==> src/abbsm_pkg.sv <==
// ----------------------------------------------------------------------------
// abbsm_pkg
// Types and constants shared by the A/B boot slot manager modules.
// ----------------------------------------------------------------------------
package abbsm_pkg;

   typedef enum logic [2:0] {
      PH_STARTUP = 3'd0,
      PH_CHECK   = 3'd1,
      PH_IDLE    = 3'd2,
      PH_SD      = 3'd3,
      PH_UART    = 3'd4,
      PH_WAITKEY = 3'd5,
      PH_ERROR   = 3'd6,
      PH_JUMPED  = 3'd7
   } abbsm_phase_type;

   typedef enum logic [2:0] {
      OP_TICK      = 3'd0,
      OP_SD_REQ    = 3'd1,
      OP_UART_REQ  = 3'd2,
      OP_DL_DONE   = 3'd3,
      OP_JUMP_FAIL = 3'd4
   } abbsm_op_type;

   // slot states
   localparam logic [1:0] ST_EMPTY     = 2'd0;
   localparam logic [1:0] ST_NEW       = 2'd1;
   localparam logic [1:0] ST_CONFIRMED = 2'd2;
   localparam logic [1:0] ST_UNUSED    = 2'd3;

   // configuration register indexes
   localparam int unsigned CSR_INDEX_WIDTH = 3;
   localparam logic [2:0] CSR_ATTEMPT_LIMIT  = 3'd0;
   localparam logic [2:0] CSR_STARTUP_TICKS  = 3'd1;
   localparam logic [2:0] CSR_WAIT_TICKS     = 3'd2;
   localparam logic [2:0] CSR_STORED_ACTIVE  = 3'd3;
   localparam logic [2:0] CSR_STORED_STATE_A = 3'd4;
   localparam logic [2:0] CSR_STORED_STATE_B = 3'd5;
   localparam logic [2:0] CSR_STORED_ATTEMPTS = 3'd6;
   localparam int unsigned CSR_DATA_WIDTH = 16;

   localparam logic [7:0]  ATTEMPT_LIMIT_RESET = 8'd3;
   localparam logic [15:0] STARTUP_TICKS_RESET = 16'd200;
   localparam logic [15:0] WAIT_TICKS_RESET    = 16'd3000;
   localparam logic [7:0]  ATTEMPTS_MAX        = 8'hFF;

   typedef struct packed {
      logic [2:0] operation;
      logic       slot_a_ok;
      logic       slot_b_ok;
      logic       download_ok;
   } abbsm_req_type;

   typedef struct packed {
      logic [2:0] phase;
      logic       boot_slot;
      logic       active_slot_out;
      logic [1:0] state_a_out;
      logic [1:0] state_b_out;
      logic [7:0] attempts_out;
      logic       image_valid;
      logic       jump_now;
      logic       save_params;
      logic       start_download;
      logic       download_source;
      logic       download_slot;
   } abbsm_rsp_type;

   typedef struct packed {
      logic [7:0]  attempt_limit;
      logic [15:0] startup_ticks;
      logic [15:0] wait_ticks;
   } abbsm_cfg_type;

   // writes of the stored boot parameters, loaded into state during startup
   typedef struct packed {
      logic       active_en;
      logic       active;
      logic       state_a_en;
      logic [1:0] state_a;
      logic       state_b_en;
      logic [1:0] state_b;
      logic       attempts_en;
      logic [7:0] attempts;
   } abbsm_load_type;

   typedef struct packed {
      abbsm_phase_type phase;
      logic            sd_pending;
      logic            uart_pending;
      logic            valid_flag;
      logic            chosen;
      logic            active;
      logic [1:0]      state_a;
      logic [1:0]      state_b;
      logic [7:0]      attempts;
      logic            dl_busy;
   } abbsm_state_type;

   localparam abbsm_state_type STATE_RESET = '{
      phase:        PH_STARTUP,
      sd_pending:   1'b0,
      uart_pending: 1'b0,
      valid_flag:   1'b0,
      chosen:       1'b0,
      active:       1'b0,
      state_a:      ST_EMPTY,
      state_b:      ST_EMPTY,
      attempts:     8'd0,
      dl_busy:      1'b0
   };

endpackage

==> src/abbsm_csr.sv <==
// ----------------------------------------------------------------------------
// abbsm_csr
// Configuration registers and decode of stored boot parameter writes.
// ----------------------------------------------------------------------------
module abbsm_csr (
   input  logic                                  clock,
   input  logic                                  reset,
   input  logic                                  csr_valid,
   output logic                                  csr_ready,
   input  logic [abbsm_pkg::CSR_INDEX_WIDTH-1:0] csr_index,
   input  logic [abbsm_pkg::CSR_DATA_WIDTH-1:0]  csr_data,
   output abbsm_pkg::abbsm_cfg_type              cfg,
   output abbsm_pkg::abbsm_load_type             load
);

   abbsm_pkg::abbsm_cfg_type cfg_ff, cfg_in;
   logic                     wr;
   logic [1:0]               st_norm;

   assign csr_ready = 1'b1;
   assign wr        = csr_valid;
   // code three reads as empty
   assign st_norm   = (csr_data[1:0] == abbsm_pkg::ST_UNUSED) ? abbsm_pkg::ST_EMPTY
                                                              : csr_data[1:0];

   always_comb begin
      cfg_in = cfg_ff;
      if (wr) begin
         unique case (csr_index)
            abbsm_pkg::CSR_ATTEMPT_LIMIT: cfg_in.attempt_limit = csr_data[7:0];
            abbsm_pkg::CSR_STARTUP_TICKS: cfg_in.startup_ticks = csr_data[15:0];
            abbsm_pkg::CSR_WAIT_TICKS:    cfg_in.wait_ticks    = csr_data[15:0];
            default: ;
         endcase
      end
   end

   always_ff @(posedge clock) begin
      if (reset) begin
         cfg_ff.attempt_limit <= abbsm_pkg::ATTEMPT_LIMIT_RESET;
         cfg_ff.startup_ticks <= abbsm_pkg::STARTUP_TICKS_RESET;
         cfg_ff.wait_ticks    <= abbsm_pkg::WAIT_TICKS_RESET;
      end else begin
         cfg_ff <= cfg_in;
      end
   end

   assign cfg = cfg_ff;

   always_comb begin
      load             = '0;
      load.active      = csr_data[0];
      load.state_a     = st_norm;
      load.state_b     = st_norm;
      load.attempts    = csr_data[7:0];
      load.active_en   = wr && (csr_index == abbsm_pkg::CSR_STORED_ACTIVE);
      load.state_a_en  = wr && (csr_index == abbsm_pkg::CSR_STORED_STATE_A);
      load.state_b_en  = wr && (csr_index == abbsm_pkg::CSR_STORED_STATE_B);
      load.attempts_en = wr && (csr_index == abbsm_pkg::CSR_STORED_ATTEMPTS);
   end

endmodule

==> src/abbsm_in_stage.sv <==
// ----------------------------------------------------------------------------
// abbsm_in_stage
// Input register for request transactions.
// ----------------------------------------------------------------------------
module abbsm_in_stage (
   input  logic                     clock,
   input  logic                     reset,
   input  logic                     req_valid,
   output logic                     req_ready,
   input  abbsm_pkg::abbsm_req_type req_payload,
   input  logic                     take,
   output logic                     item_valid,
   output abbsm_pkg::abbsm_req_type item
);

   logic                     valid_ff, valid_in;
   abbsm_pkg::abbsm_req_type item_ff, item_in;
   logic                     load;

   assign req_ready = !valid_ff || take;
   assign load      = req_valid && req_ready;
   assign valid_in  = load || (valid_ff && !take);
   assign item_in   = load ? req_payload : item_ff;

   always_ff @(posedge clock) begin
      if (reset) begin
         valid_ff <= 1'b0;
      end else begin
         valid_ff <= valid_in;
      end
   end

   always_ff @(posedge clock) begin
      item_ff <= item_in;
   end

   assign item_valid = valid_ff;
   assign item       = item_ff;

endmodule

==> src/abbsm_core.sv <==
// ----------------------------------------------------------------------------
// abbsm_core
// Boot phase machine: state registers and single-pass next-state logic.
// ----------------------------------------------------------------------------
module abbsm_core #(
   parameter int unsigned TICK_WIDTH = 32
) (
   input  logic                      clock,
   input  logic                      reset,
   input  logic                      advance,
   input  abbsm_pkg::abbsm_req_type  item,
   input  abbsm_pkg::abbsm_cfg_type  cfg,
   input  abbsm_pkg::abbsm_load_type load,
   output abbsm_pkg::abbsm_rsp_type  rsp
);

   abbsm_pkg::abbsm_state_type st_ff, st_in, nx;
   logic [TICK_WIDTH-1:0]      el_ff, el_in, el_nx;
   logic                       p_save, p_jump, p_start;
   logic                       acceptor, decided, prev, other, ok_a, ok_b;
   logic [1:0]                 ps;

   function automatic logic [1:0] state_of(abbsm_pkg::abbsm_state_type s, logic slot);
      return slot ? s.state_b : s.state_a;
   endfunction

   function automatic abbsm_pkg::abbsm_state_type set_state(
      abbsm_pkg::abbsm_state_type s, logic slot, logic [1:0] v);
      abbsm_pkg::abbsm_state_type r;
      r = s;
      if (slot) r.state_b = v;
      else      r.state_a = v;
      return r;
   endfunction

   function automatic abbsm_pkg::abbsm_state_type jump_to(
      abbsm_pkg::abbsm_state_type s, logic slot);
      abbsm_pkg::abbsm_state_type r;
      r        = s;
      r.phase  = abbsm_pkg::PH_JUMPED;
      r.active = slot;
      if (state_of(s, slot) != abbsm_pkg::ST_CONFIRMED) begin
         r = set_state(r, slot, abbsm_pkg::ST_NEW);
         if (r.attempts != abbsm_pkg::ATTEMPTS_MAX) r.attempts = r.attempts + 8'd1;
      end else begin
         r.attempts = 8'd0;
      end
      return r;
   endfunction

   function automatic logic ok_of(logic a, logic b, logic slot);
      return slot ? b : a;
   endfunction

   always_comb begin
      nx       = st_ff;
      el_nx    = el_ff;
      p_save   = 1'b0;
      p_jump   = 1'b0;
      p_start  = 1'b0;
      decided  = 1'b0;
      ok_a     = item.slot_a_ok;
      ok_b     = item.slot_b_ok;
      prev     = st_ff.active;
      other    = !st_ff.active;
      ps       = state_of(st_ff, st_ff.active);
      acceptor = (st_ff.phase == abbsm_pkg::PH_IDLE) ||
                 (st_ff.phase == abbsm_pkg::PH_WAITKEY) ||
                 (st_ff.phase == abbsm_pkg::PH_ERROR);

      case (item.operation)
         abbsm_pkg::OP_TICK: begin
            if (el_nx != {TICK_WIDTH{1'b1}}) el_nx = el_nx + 1'b1;
            unique case (st_ff.phase)
               abbsm_pkg::PH_STARTUP: begin
                  if (el_nx > TICK_WIDTH'(cfg.startup_ticks)) nx.phase = abbsm_pkg::PH_CHECK;
               end
               abbsm_pkg::PH_CHECK: begin
                  if (ps == abbsm_pkg::ST_NEW) begin
                     decided = 1'b1;
                     if (st_ff.attempts >= cfg.attempt_limit) begin
                        nx          = set_state(nx, prev, abbsm_pkg::ST_EMPTY);
                        nx.chosen   = other;
                        nx.active   = other;
                        nx.attempts = 8'd0;
                        p_save      = 1'b1;
                     end else begin
                        nx.chosen = prev;
                     end
                  end else if (ps == abbsm_pkg::ST_CONFIRMED) begin
                     if (ok_of(ok_a, ok_b, prev)) begin
                        nx.chosen = prev;
                        decided   = 1'b1;
                     end else if (ok_of(ok_a, ok_b, other) &&
                                  state_of(st_ff, other) == abbsm_pkg::ST_CONFIRMED) begin
                        nx.chosen = other;
                        nx.active = other;
                        decided   = 1'b1;
                     end
                     if (decided) begin
                        nx.attempts = 8'd0;
                        p_save      = 1'b1;
                     end
                  end else begin
                     // scan both slots, prefer a confirmed B only over an unconfirmed A
                     decided = ok_a || ok_b;
                     if (ok_a && ok_b) begin
                        nx.chosen = (st_ff.state_b == abbsm_pkg::ST_CONFIRMED) &&
                                    (st_ff.state_a != abbsm_pkg::ST_CONFIRMED);
                     end else begin
                        nx.chosen = ok_b;
                     end
                     if (decided) begin
                        nx.active   = nx.chosen;
                        nx.attempts = 8'd0;
                        p_save      = 1'b1;
                     end else begin
                        nx.chosen = st_ff.chosen;
                     end
                  end
                  if (decided && ok_of(ok_a, ok_b, nx.chosen)) nx.valid_flag = 1'b1;
                  nx.phase = abbsm_pkg::PH_IDLE;
                  el_nx    = '0;
               end
               abbsm_pkg::PH_IDLE: begin
                  if (st_ff.sd_pending) begin
                     nx.sd_pending = 1'b0;
                     nx.phase      = abbsm_pkg::PH_SD;
                  end else if (st_ff.uart_pending) begin
                     nx.uart_pending = 1'b0;
                     nx.phase        = abbsm_pkg::PH_UART;
                  end else if (el_nx > TICK_WIDTH'(cfg.wait_ticks)) begin
                     if (st_ff.valid_flag && ok_of(ok_a, ok_b, st_ff.chosen)) begin
                        nx     = jump_to(nx, st_ff.chosen);
                        p_save = 1'b1;
                        p_jump = 1'b1;
                     end else begin
                        nx.phase = abbsm_pkg::PH_WAITKEY;
                     end
                  end
               end
               abbsm_pkg::PH_SD, abbsm_pkg::PH_UART: begin
                  if (!st_ff.dl_busy) begin
                     nx.dl_busy = 1'b1;
                     p_start    = 1'b1;
                  end
               end
               abbsm_pkg::PH_WAITKEY, abbsm_pkg::PH_ERROR: begin
                  if (st_ff.sd_pending) begin
                     nx.sd_pending = 1'b0;
                     nx.phase      = abbsm_pkg::PH_SD;
                     el_nx         = '0;
                  end else if (st_ff.uart_pending) begin
                     nx.uart_pending = 1'b0;
                     nx.phase        = abbsm_pkg::PH_UART;
                     el_nx           = '0;
                  end
               end
               abbsm_pkg::PH_JUMPED: ;
            endcase
         end
         abbsm_pkg::OP_SD_REQ: begin
            if (acceptor) nx.sd_pending = 1'b1;
         end
         abbsm_pkg::OP_UART_REQ: begin
            if (acceptor) nx.uart_pending = 1'b1;
         end
         abbsm_pkg::OP_DL_DONE: begin
            if ((st_ff.phase == abbsm_pkg::PH_SD || st_ff.phase == abbsm_pkg::PH_UART) &&
                st_ff.dl_busy) begin
               nx.dl_busy = 1'b0;
               // target is always the inactive slot
               if (item.download_ok && ok_of(ok_a, ok_b, other)) begin
                  nx            = set_state(nx, other, abbsm_pkg::ST_NEW);
                  nx.active     = other;
                  nx.attempts   = 8'd0;
                  nx.chosen     = other;
                  nx.valid_flag = 1'b1;
                  nx            = jump_to(nx, other);
                  p_save        = 1'b1;
                  p_jump        = 1'b1;
               end else begin
                  nx.phase = abbsm_pkg::PH_WAITKEY;
               end
            end
         end
         abbsm_pkg::OP_JUMP_FAIL: begin
            if (st_ff.phase == abbsm_pkg::PH_JUMPED) nx.phase = abbsm_pkg::PH_ERROR;
         end
         default: ;
      endcase
   end

   // stored parameter writes reach the live state only during startup
   always_comb begin
      st_in = st_ff;
      el_in = el_ff;
      if (advance) begin
         st_in = nx;
         el_in = el_nx;
      end else if (st_ff.phase == abbsm_pkg::PH_STARTUP) begin
         if (load.active_en)   st_in.active   = load.active;
         if (load.state_a_en)  st_in.state_a  = load.state_a;
         if (load.state_b_en)  st_in.state_b  = load.state_b;
         if (load.attempts_en) st_in.attempts = load.attempts;
      end
   end

   always_ff @(posedge clock) begin
      if (reset) begin
         st_ff <= abbsm_pkg::STATE_RESET;
         el_ff <= '0;
      end else begin
         st_ff <= st_in;
         el_ff <= el_in;
      end
   end

   always_comb begin
      rsp.phase           = nx.phase;
      rsp.boot_slot       = nx.chosen;
      rsp.active_slot_out = nx.active;
      rsp.state_a_out     = nx.state_a;
      rsp.state_b_out     = nx.state_b;
      rsp.attempts_out    = nx.attempts;
      rsp.image_valid     = nx.valid_flag;
      rsp.jump_now        = p_jump;
      rsp.save_params     = p_save;
      rsp.start_download  = p_start;
      rsp.download_source = (nx.phase == abbsm_pkg::PH_UART);
      rsp.download_slot   = !nx.active;
   end

endmodule

==> src/abbsm_rsp_stage.sv <==
// ----------------------------------------------------------------------------
// abbsm_rsp_stage
// Result register for response transactions.
// ----------------------------------------------------------------------------
module abbsm_rsp_stage (
   input  logic                     clock,
   input  logic                     reset,
   input  logic                     advance,
   input  abbsm_pkg::abbsm_rsp_type rsp_next,
   output logic                     free,
   output logic                     rsp_valid,
   input  logic                     rsp_ready,
   output abbsm_pkg::abbsm_rsp_type rsp_payload
);

   logic                     valid_ff, valid_in;
   abbsm_pkg::abbsm_rsp_type data_ff, data_in;

   assign free     = !valid_ff || rsp_ready;
   assign valid_in = advance || (valid_ff && !rsp_ready);
   assign data_in  = advance ? rsp_next : data_ff;

   always_ff @(posedge clock) begin
      if (reset) begin
         valid_ff <= 1'b0;
      end else begin
         valid_ff <= valid_in;
      end
   end

   always_ff @(posedge clock) begin
      data_ff <= data_in;
   end

   assign rsp_valid   = valid_ff;
   assign rsp_payload = data_ff;

endmodule

==> src/ab_boot_slot_manager_top.sv <==
// ----------------------------------------------------------------------------
// ab_boot_slot_manager_top
// A/B boot slot manager: boot phase machine with retry and rollback.
// ----------------------------------------------------------------------------
//
//  Channel | Ports                              | Direction | Moves
//  --------+------------------------------------+-----------+-----------------------
//  req     | req_valid req_ready req_payload    | in        | tick or event
//  rsp     | rsp_valid rsp_ready rsp_payload    | out       | phase, slots, pulses
//  csr     | csr_valid csr_ready csr_index/data | in        | register write
//
//  Flow: a transaction is held in the input register; the phase machine then
//  updates its state and the result register together, and one transaction
//  is taken every cycle unless rsp_ready low stalls the result register.
//  Reset: synchronous; settings return to 3 / 200 / 3000 and the state to
//  startup with slot A, both slots empty and zero attempts.
//  Stalls: rsp_ready low holds the result register; the input register still
//  takes one more transaction, after which req_ready drops.
//  csr_ready is always high; stored parameter writes load the live state
//  only while the phase is startup.
//
module ab_boot_slot_manager_top #(
   parameter int unsigned TICK_WIDTH = 32
) (
   input  logic                                  clock,
   input  logic                                  reset,
   input  logic                                  req_valid,
   output logic                                  req_ready,
   input  abbsm_pkg::abbsm_req_type              req_payload,
   output logic                                  rsp_valid,
   input  logic                                  rsp_ready,
   output abbsm_pkg::abbsm_rsp_type              rsp_payload,
   input  logic                                  csr_valid,
   output logic                                  csr_ready,
   input  logic [abbsm_pkg::CSR_INDEX_WIDTH-1:0] csr_index,
   input  logic [abbsm_pkg::CSR_DATA_WIDTH-1:0]  csr_data
);

   abbsm_pkg::abbsm_cfg_type  cfg;
   abbsm_pkg::abbsm_load_type load;
   abbsm_pkg::abbsm_req_type  item;
   abbsm_pkg::abbsm_rsp_type  rsp_next;
   logic                      item_valid;
   logic                      out_free;
   logic                      advance;

   // one transaction moves from the input register into the result register
   assign advance = item_valid && out_free;

   abbsm_csr u_csr (
      .clock     (clock),
      .reset     (reset),
      .csr_valid (csr_valid),
      .csr_ready (csr_ready),
      .csr_index (csr_index),
      .csr_data  (csr_data),
      .cfg       (cfg),
      .load      (load)
   );

   abbsm_in_stage u_in (
      .clock       (clock),
      .reset       (reset),
      .req_valid   (req_valid),
      .req_ready   (req_ready),
      .req_payload (req_payload),
      .take        (out_free),
      .item_valid  (item_valid),
      .item        (item)
   );

   abbsm_core #(
      .TICK_WIDTH (TICK_WIDTH)
   ) u_core (
      .clock   (clock),
      .reset   (reset),
      .advance (advance),
      .item    (item),
      .cfg     (cfg),
      .load    (load),
      .rsp     (rsp_next)
   );

   abbsm_rsp_stage u_rsp (
      .clock       (clock),
      .reset       (reset),
      .advance     (advance),
      .rsp_next    (rsp_next),
      .free        (out_free),
      .rsp_valid   (rsp_valid),
      .rsp_ready   (rsp_ready),
      .rsp_payload (rsp_payload)
   );

endmodule

==> config.mk <==
export PLATFORM = sky130hd
export DESIGN_NAME = ab_boot_slot_manager_top
export DESIGN_NICKNAME = d
export VERILOG_FILES = /design/src/abbsm_pkg.sv /design/src/abbsm_csr.sv /design/src/abbsm_in_stage.sv /design/src/abbsm_core.sv /design/src/abbsm_rsp_stage.sv /design/src/ab_boot_slot_manager_top.sv
export SDC_FILE = /design/constraint.sdc
export NUM_CORES = 1
export LEC_CHECK = 0
export BUFFER_PORTS_ARGS = -buffer_cell sky130_fd_sc_hd__buf_2
export CELL_PAD_IN_SITES_DETAIL_PLACEMENT = 2
export CELL_PAD_IN_SITES_GLOBAL_PLACEMENT = 2
export CORE_UTILIZATION = 37
export DETAILED_ROUTE_END_ITERATION = 16
export PLACE_DENSITY = 0.85
export SYNTH_ARGS = -nofsm -noshare
export SYNTH_HDL_FRONTEND = slang
export SYNTH_SLANG_ARGS = --single-unit
==> constraint.sdc <==
create_clock -name clock -period 4.8 [get_ports clock]
set_clock_uncertainty 0.1 [all_clocks]
set_input_delay 0.24 -clock clock [delete_from_list [all_inputs] [get_ports clock]]
set_output_delay 0.24 -clock clock [all_outputs]
set_load 0.05 [all_outputs]
==> flow_summary.toml <==
[power]
p_sw_w = 0.000783
p_int_w = 0.00198
seq_power_share_pct = 41.1
power.leakage_nw = 3.72
max-vdd-ir-drop_mv = 0.246
power.share.clock_pct = 48.3
switching_share_pct = 28.3
power_w = 0.00276
power.density_mw_per_mm2 = 291
power_frac_comb_pct = 10.6

[grt]
antenna_found_initial = 0
gr-total-overflow = 0
grt_pass1_wl_um = 50700
grt_pass1_vias = 8972
grt_usage_pct = 30.0
grt_max_degree = 77

[logic_synthesis]
async_flop_share_pct = 0
synth_edf_count = 29
syn_nets = 1065
ys_seq_area_share_pct = 35.1
synth_area_per_cell_um2 = 7.95
ys_warn_count = 0
synth_xor_area_share_pct = 2.66
synth_ff_type = "dfxtp_1"
synthAdderAreaFrac_pct = 6.78
synthCells = 993
synth_top_family_by_area = "simple AND/OR/NAND/NOR gates"
yosys.area_share.simple_pct = 25.7
muxShareOfSynthArea_pct = 1.77
yosys_register_bits = 124
synth_cell_types = 78
synth_compound_area_share_pct = 22.8
syn_area_mm2 = 0.00790

[floorplan]
die-area_mm2 = 0.0219
initial_core_util_pct = 37.7
die_w_um = 148
num_rows = 53
ioPinCount = 56
chipHeight_um = 148
core_mm2 = 0.0210

[clock_tree]
cts_root_buf = "clkbuf_16"
cts.sinks = 124
clk_pin_slew_ps = 70
tritoncts = "built"
cts-htree-levels = 4
insertion_delay_ps = 450
cts_buffer_depth = 2
cts_made_buffers = 17

[setup_path]
rr_startpoint = "u_core.el_ff[0]"
crit_buf_inv = 1
worst_setup_path_start_kind = "register"
crit_required_ps = 4950
critPathSlowestCell = "or4_1"
path_cells = "ha_1 -> nand2_1 -> or4_1 -> buf_4 -> nor2_2 -> nand2_2 -> mux2_2 -> ha_1 -> nor2b_1 -> o211ai_1 -> a21oi_1 -> a2111oi_2 -> o22ai_2 -> o31a_4 -> o21ai_0 -> a21oi_1 -> o21ai_0"
worst-setup-path-type = "register to register"
r2r_end = "u_rsp.rsp_payload[6]"
reg2regPathDepth = 17
cp-end-kind = "register"
cpLargestDelayFamily = "compound AO/OA/AOI/OAI gates"
crit_arrival_ps = 4900
max_stage_delay_ps = 550
r2r_slack_ps = 50
crit_fanout = 5

[cells_and_area]
layout-drive-gt1-share_pct = 16.5
final_common_cell = "nand2_1"
fillers = 2341
diodes = 0
syn_to_final_growth_pct = 20.4
final-seq-area_mm2 = 0.00278
final_util_pct = 45.4
multi_input_area_mm2 = 0.00487
final_nets = 1141
final_cell_mix = "138 x nand2_1, 102 x a21oi_1, 93 x dfxtp_1"

[timing]
rsz0062_at_grt = "true"
finalHoldViolations = 0
tns_ps = 0
layout_min_cycle_time_ps = 4750
fmax_ghz = 0.211
relSlewSlack_pct = 18.3
setup_viol = 0
period_share_pct = 98.9
finalMaxSlewViolations = 0
worstMarginPinSlew_ps = 1220

[route]
drtAntennaViolNets = 0
routed_wl_um = 32500
drc = 0
vias = 8287
avgViaCountPerCell = 6.11
first_pass_iters = 4
drt_iter0_drc = 556
wl_per_cell_um = 24.0

[run_status]
status = "finished clean"

[placed_design]
place.gp.congestion = 0.868
port_buffers = 54
dp_hpwl_um = 20400

[hold_path]
min_to = "u_csr.cfg[36]"
min_path_cells = 3
min-delay-start = "csr_data[4]"
hold_class = "input pin to register"

[job]
drv_cap = 0
-- synthesized netlist by cell type, types with 3 or more instances --
master     number  area, µm²
and4_1          9       78.8
and3_1         10       62.6
edfxtp_1       29        871
o211ai_1       17        128
xor2_1         12        105
buf_2           4       20.0
mux2i_1         5       50.1
o21ai_0        48        240
inv_1          51        191
nor4_1          9       56.3
a211oi_1       10       75.1
ha_1           42        526
a31oi_1        13       81.3
o21a_1          8       60.1
o22ai_1         6       37.5
nand2b_1       14       87.6
o31ai_1         4       30.0
nor2b_1        16        100
o21ai_1         6       30.0
o311ai_1        5       43.8
a21o_1         11       82.6
mux2_2          8       90.1
or4_1           4       30.0
and2_1         11       68.8
nor3_1         20        100
nor2_1         86        323
a21oi_1       102        510
a311oi_1        4       35.0
dfxtp_1        95       1900
nand4b_1        4       35.0
clkbuf_1       47        176
or2_2           3       18.8
nand2_1       139        522
a22oi_1        12       90.1
or3_1          10       62.6
nand4_1        25        156
a2111oi_0       4       35.0
nand3_1        27        135
nand3b_1        4       30.0
xnor2_1        12        105
-- cell type report --
cell class                 instances  area share, %
clock buffer                      19           4.66
clock inverter                    13           1.50
sequential                       124           29.2
multi-input combinational        764           51.2
tap                              275           3.62
timing repair buffer             111           7.82
inverter                          51           2.01
-- layer usage --
metal	vias up	global-route usage, %	share of wire, %
li1	3760	-	-
met3	77	4.79	3.6
met2	252	51.9	50
met5	-	0	0
met1	4198	36.3	43
met4	0	14.0	3.3
-- tightest hold or removal path: stages --
cell,delay (ps)
buf_2,140
nand2_1,60
a21oi_1,60
-- what timing repair did --
action,4_1_cts,5_1_grt
hold endpoints to repair,27,0
pin swaps,3,2
gates cloned,1,0
hold buffers,18,0
gates resized for setup,13,16
setup buffers,2,0
endpoints found under the setup margin,36,24
-- registers in the layout (all words and copies together) (netlist names) --
signal and flops:
u_core.el_ff 32, u_core.prev 1, u_core.st_ff 20, u_csr.cfg 40
u_in.item 6, u_in.item_valid 1, u_rsp.rsp_payload 23, u_rsp.rsp_valid 1
-- through the flow --
stage	cells	instance area (µm²)	setup WS, ps	hold slack, ps
final	1357	9510	53.7	10.9
after global routing	1357	9510	-88.7	16.7
after CTS	1357	9420	-12.2	6.31
after detailed placement	1304	8580	-37.0	320
after global placement	1304	8580	108	318
after floorplan	993	7900	418	239
-- power by group through the flow --
stage | clock [W] | combinational [W] | sequential (W)
after floorplan | 0 | 0.000154 | 0.00118
after global placement | 0 | 0.000256 | 0.00115
after detailed placement | 0 | 0.000265 | 0.00116
after CTS | 0.00134 | 0.000282 | 0.00113
after global routing | 0.00139 | 0.000314 | 0.00114
final | 0.00134 | 0.000293 | 0.00114
-- worst max path at each step --
stage                     slack (ps)                     to  cells after the start             from
after CTS                        -10   u_rsp.rsp_payload[1]                     17  u_core.el_ff[0]
after global placement           110  u_rsp.rsp_payload[12]                     15  u_core.el_ff[4]
after detailed placement         -40   u_rsp.rsp_payload[8]                     15  u_core.el_ff[4]
after floorplan                  420  u_rsp.rsp_payload[11]                     17  u_core.el_ff[0]
after global routing             -90   u_rsp.rsp_payload[1]                     16  u_core.el_ff[0]
final                             50   u_rsp.rsp_payload[6]                     17  u_core.el_ff[0]
-- cells by family (layout without fill, tap and decap cells) --
logic type | after synthesis | in the layout
AO/OA/AOI/OAI | 278 | 279
AND/OR/NAND/NOR | 404 | 404
adder cells (fa/ha/maj) | 43 | 43
multiplexers | 13 | 13
XOR/XNOR | 24 | 24
flip-flops | 124 | 124
other | 1 | 1
buffers and inverters | 106 | 194
Note: power is estimated with default switching activity, not from simulation.
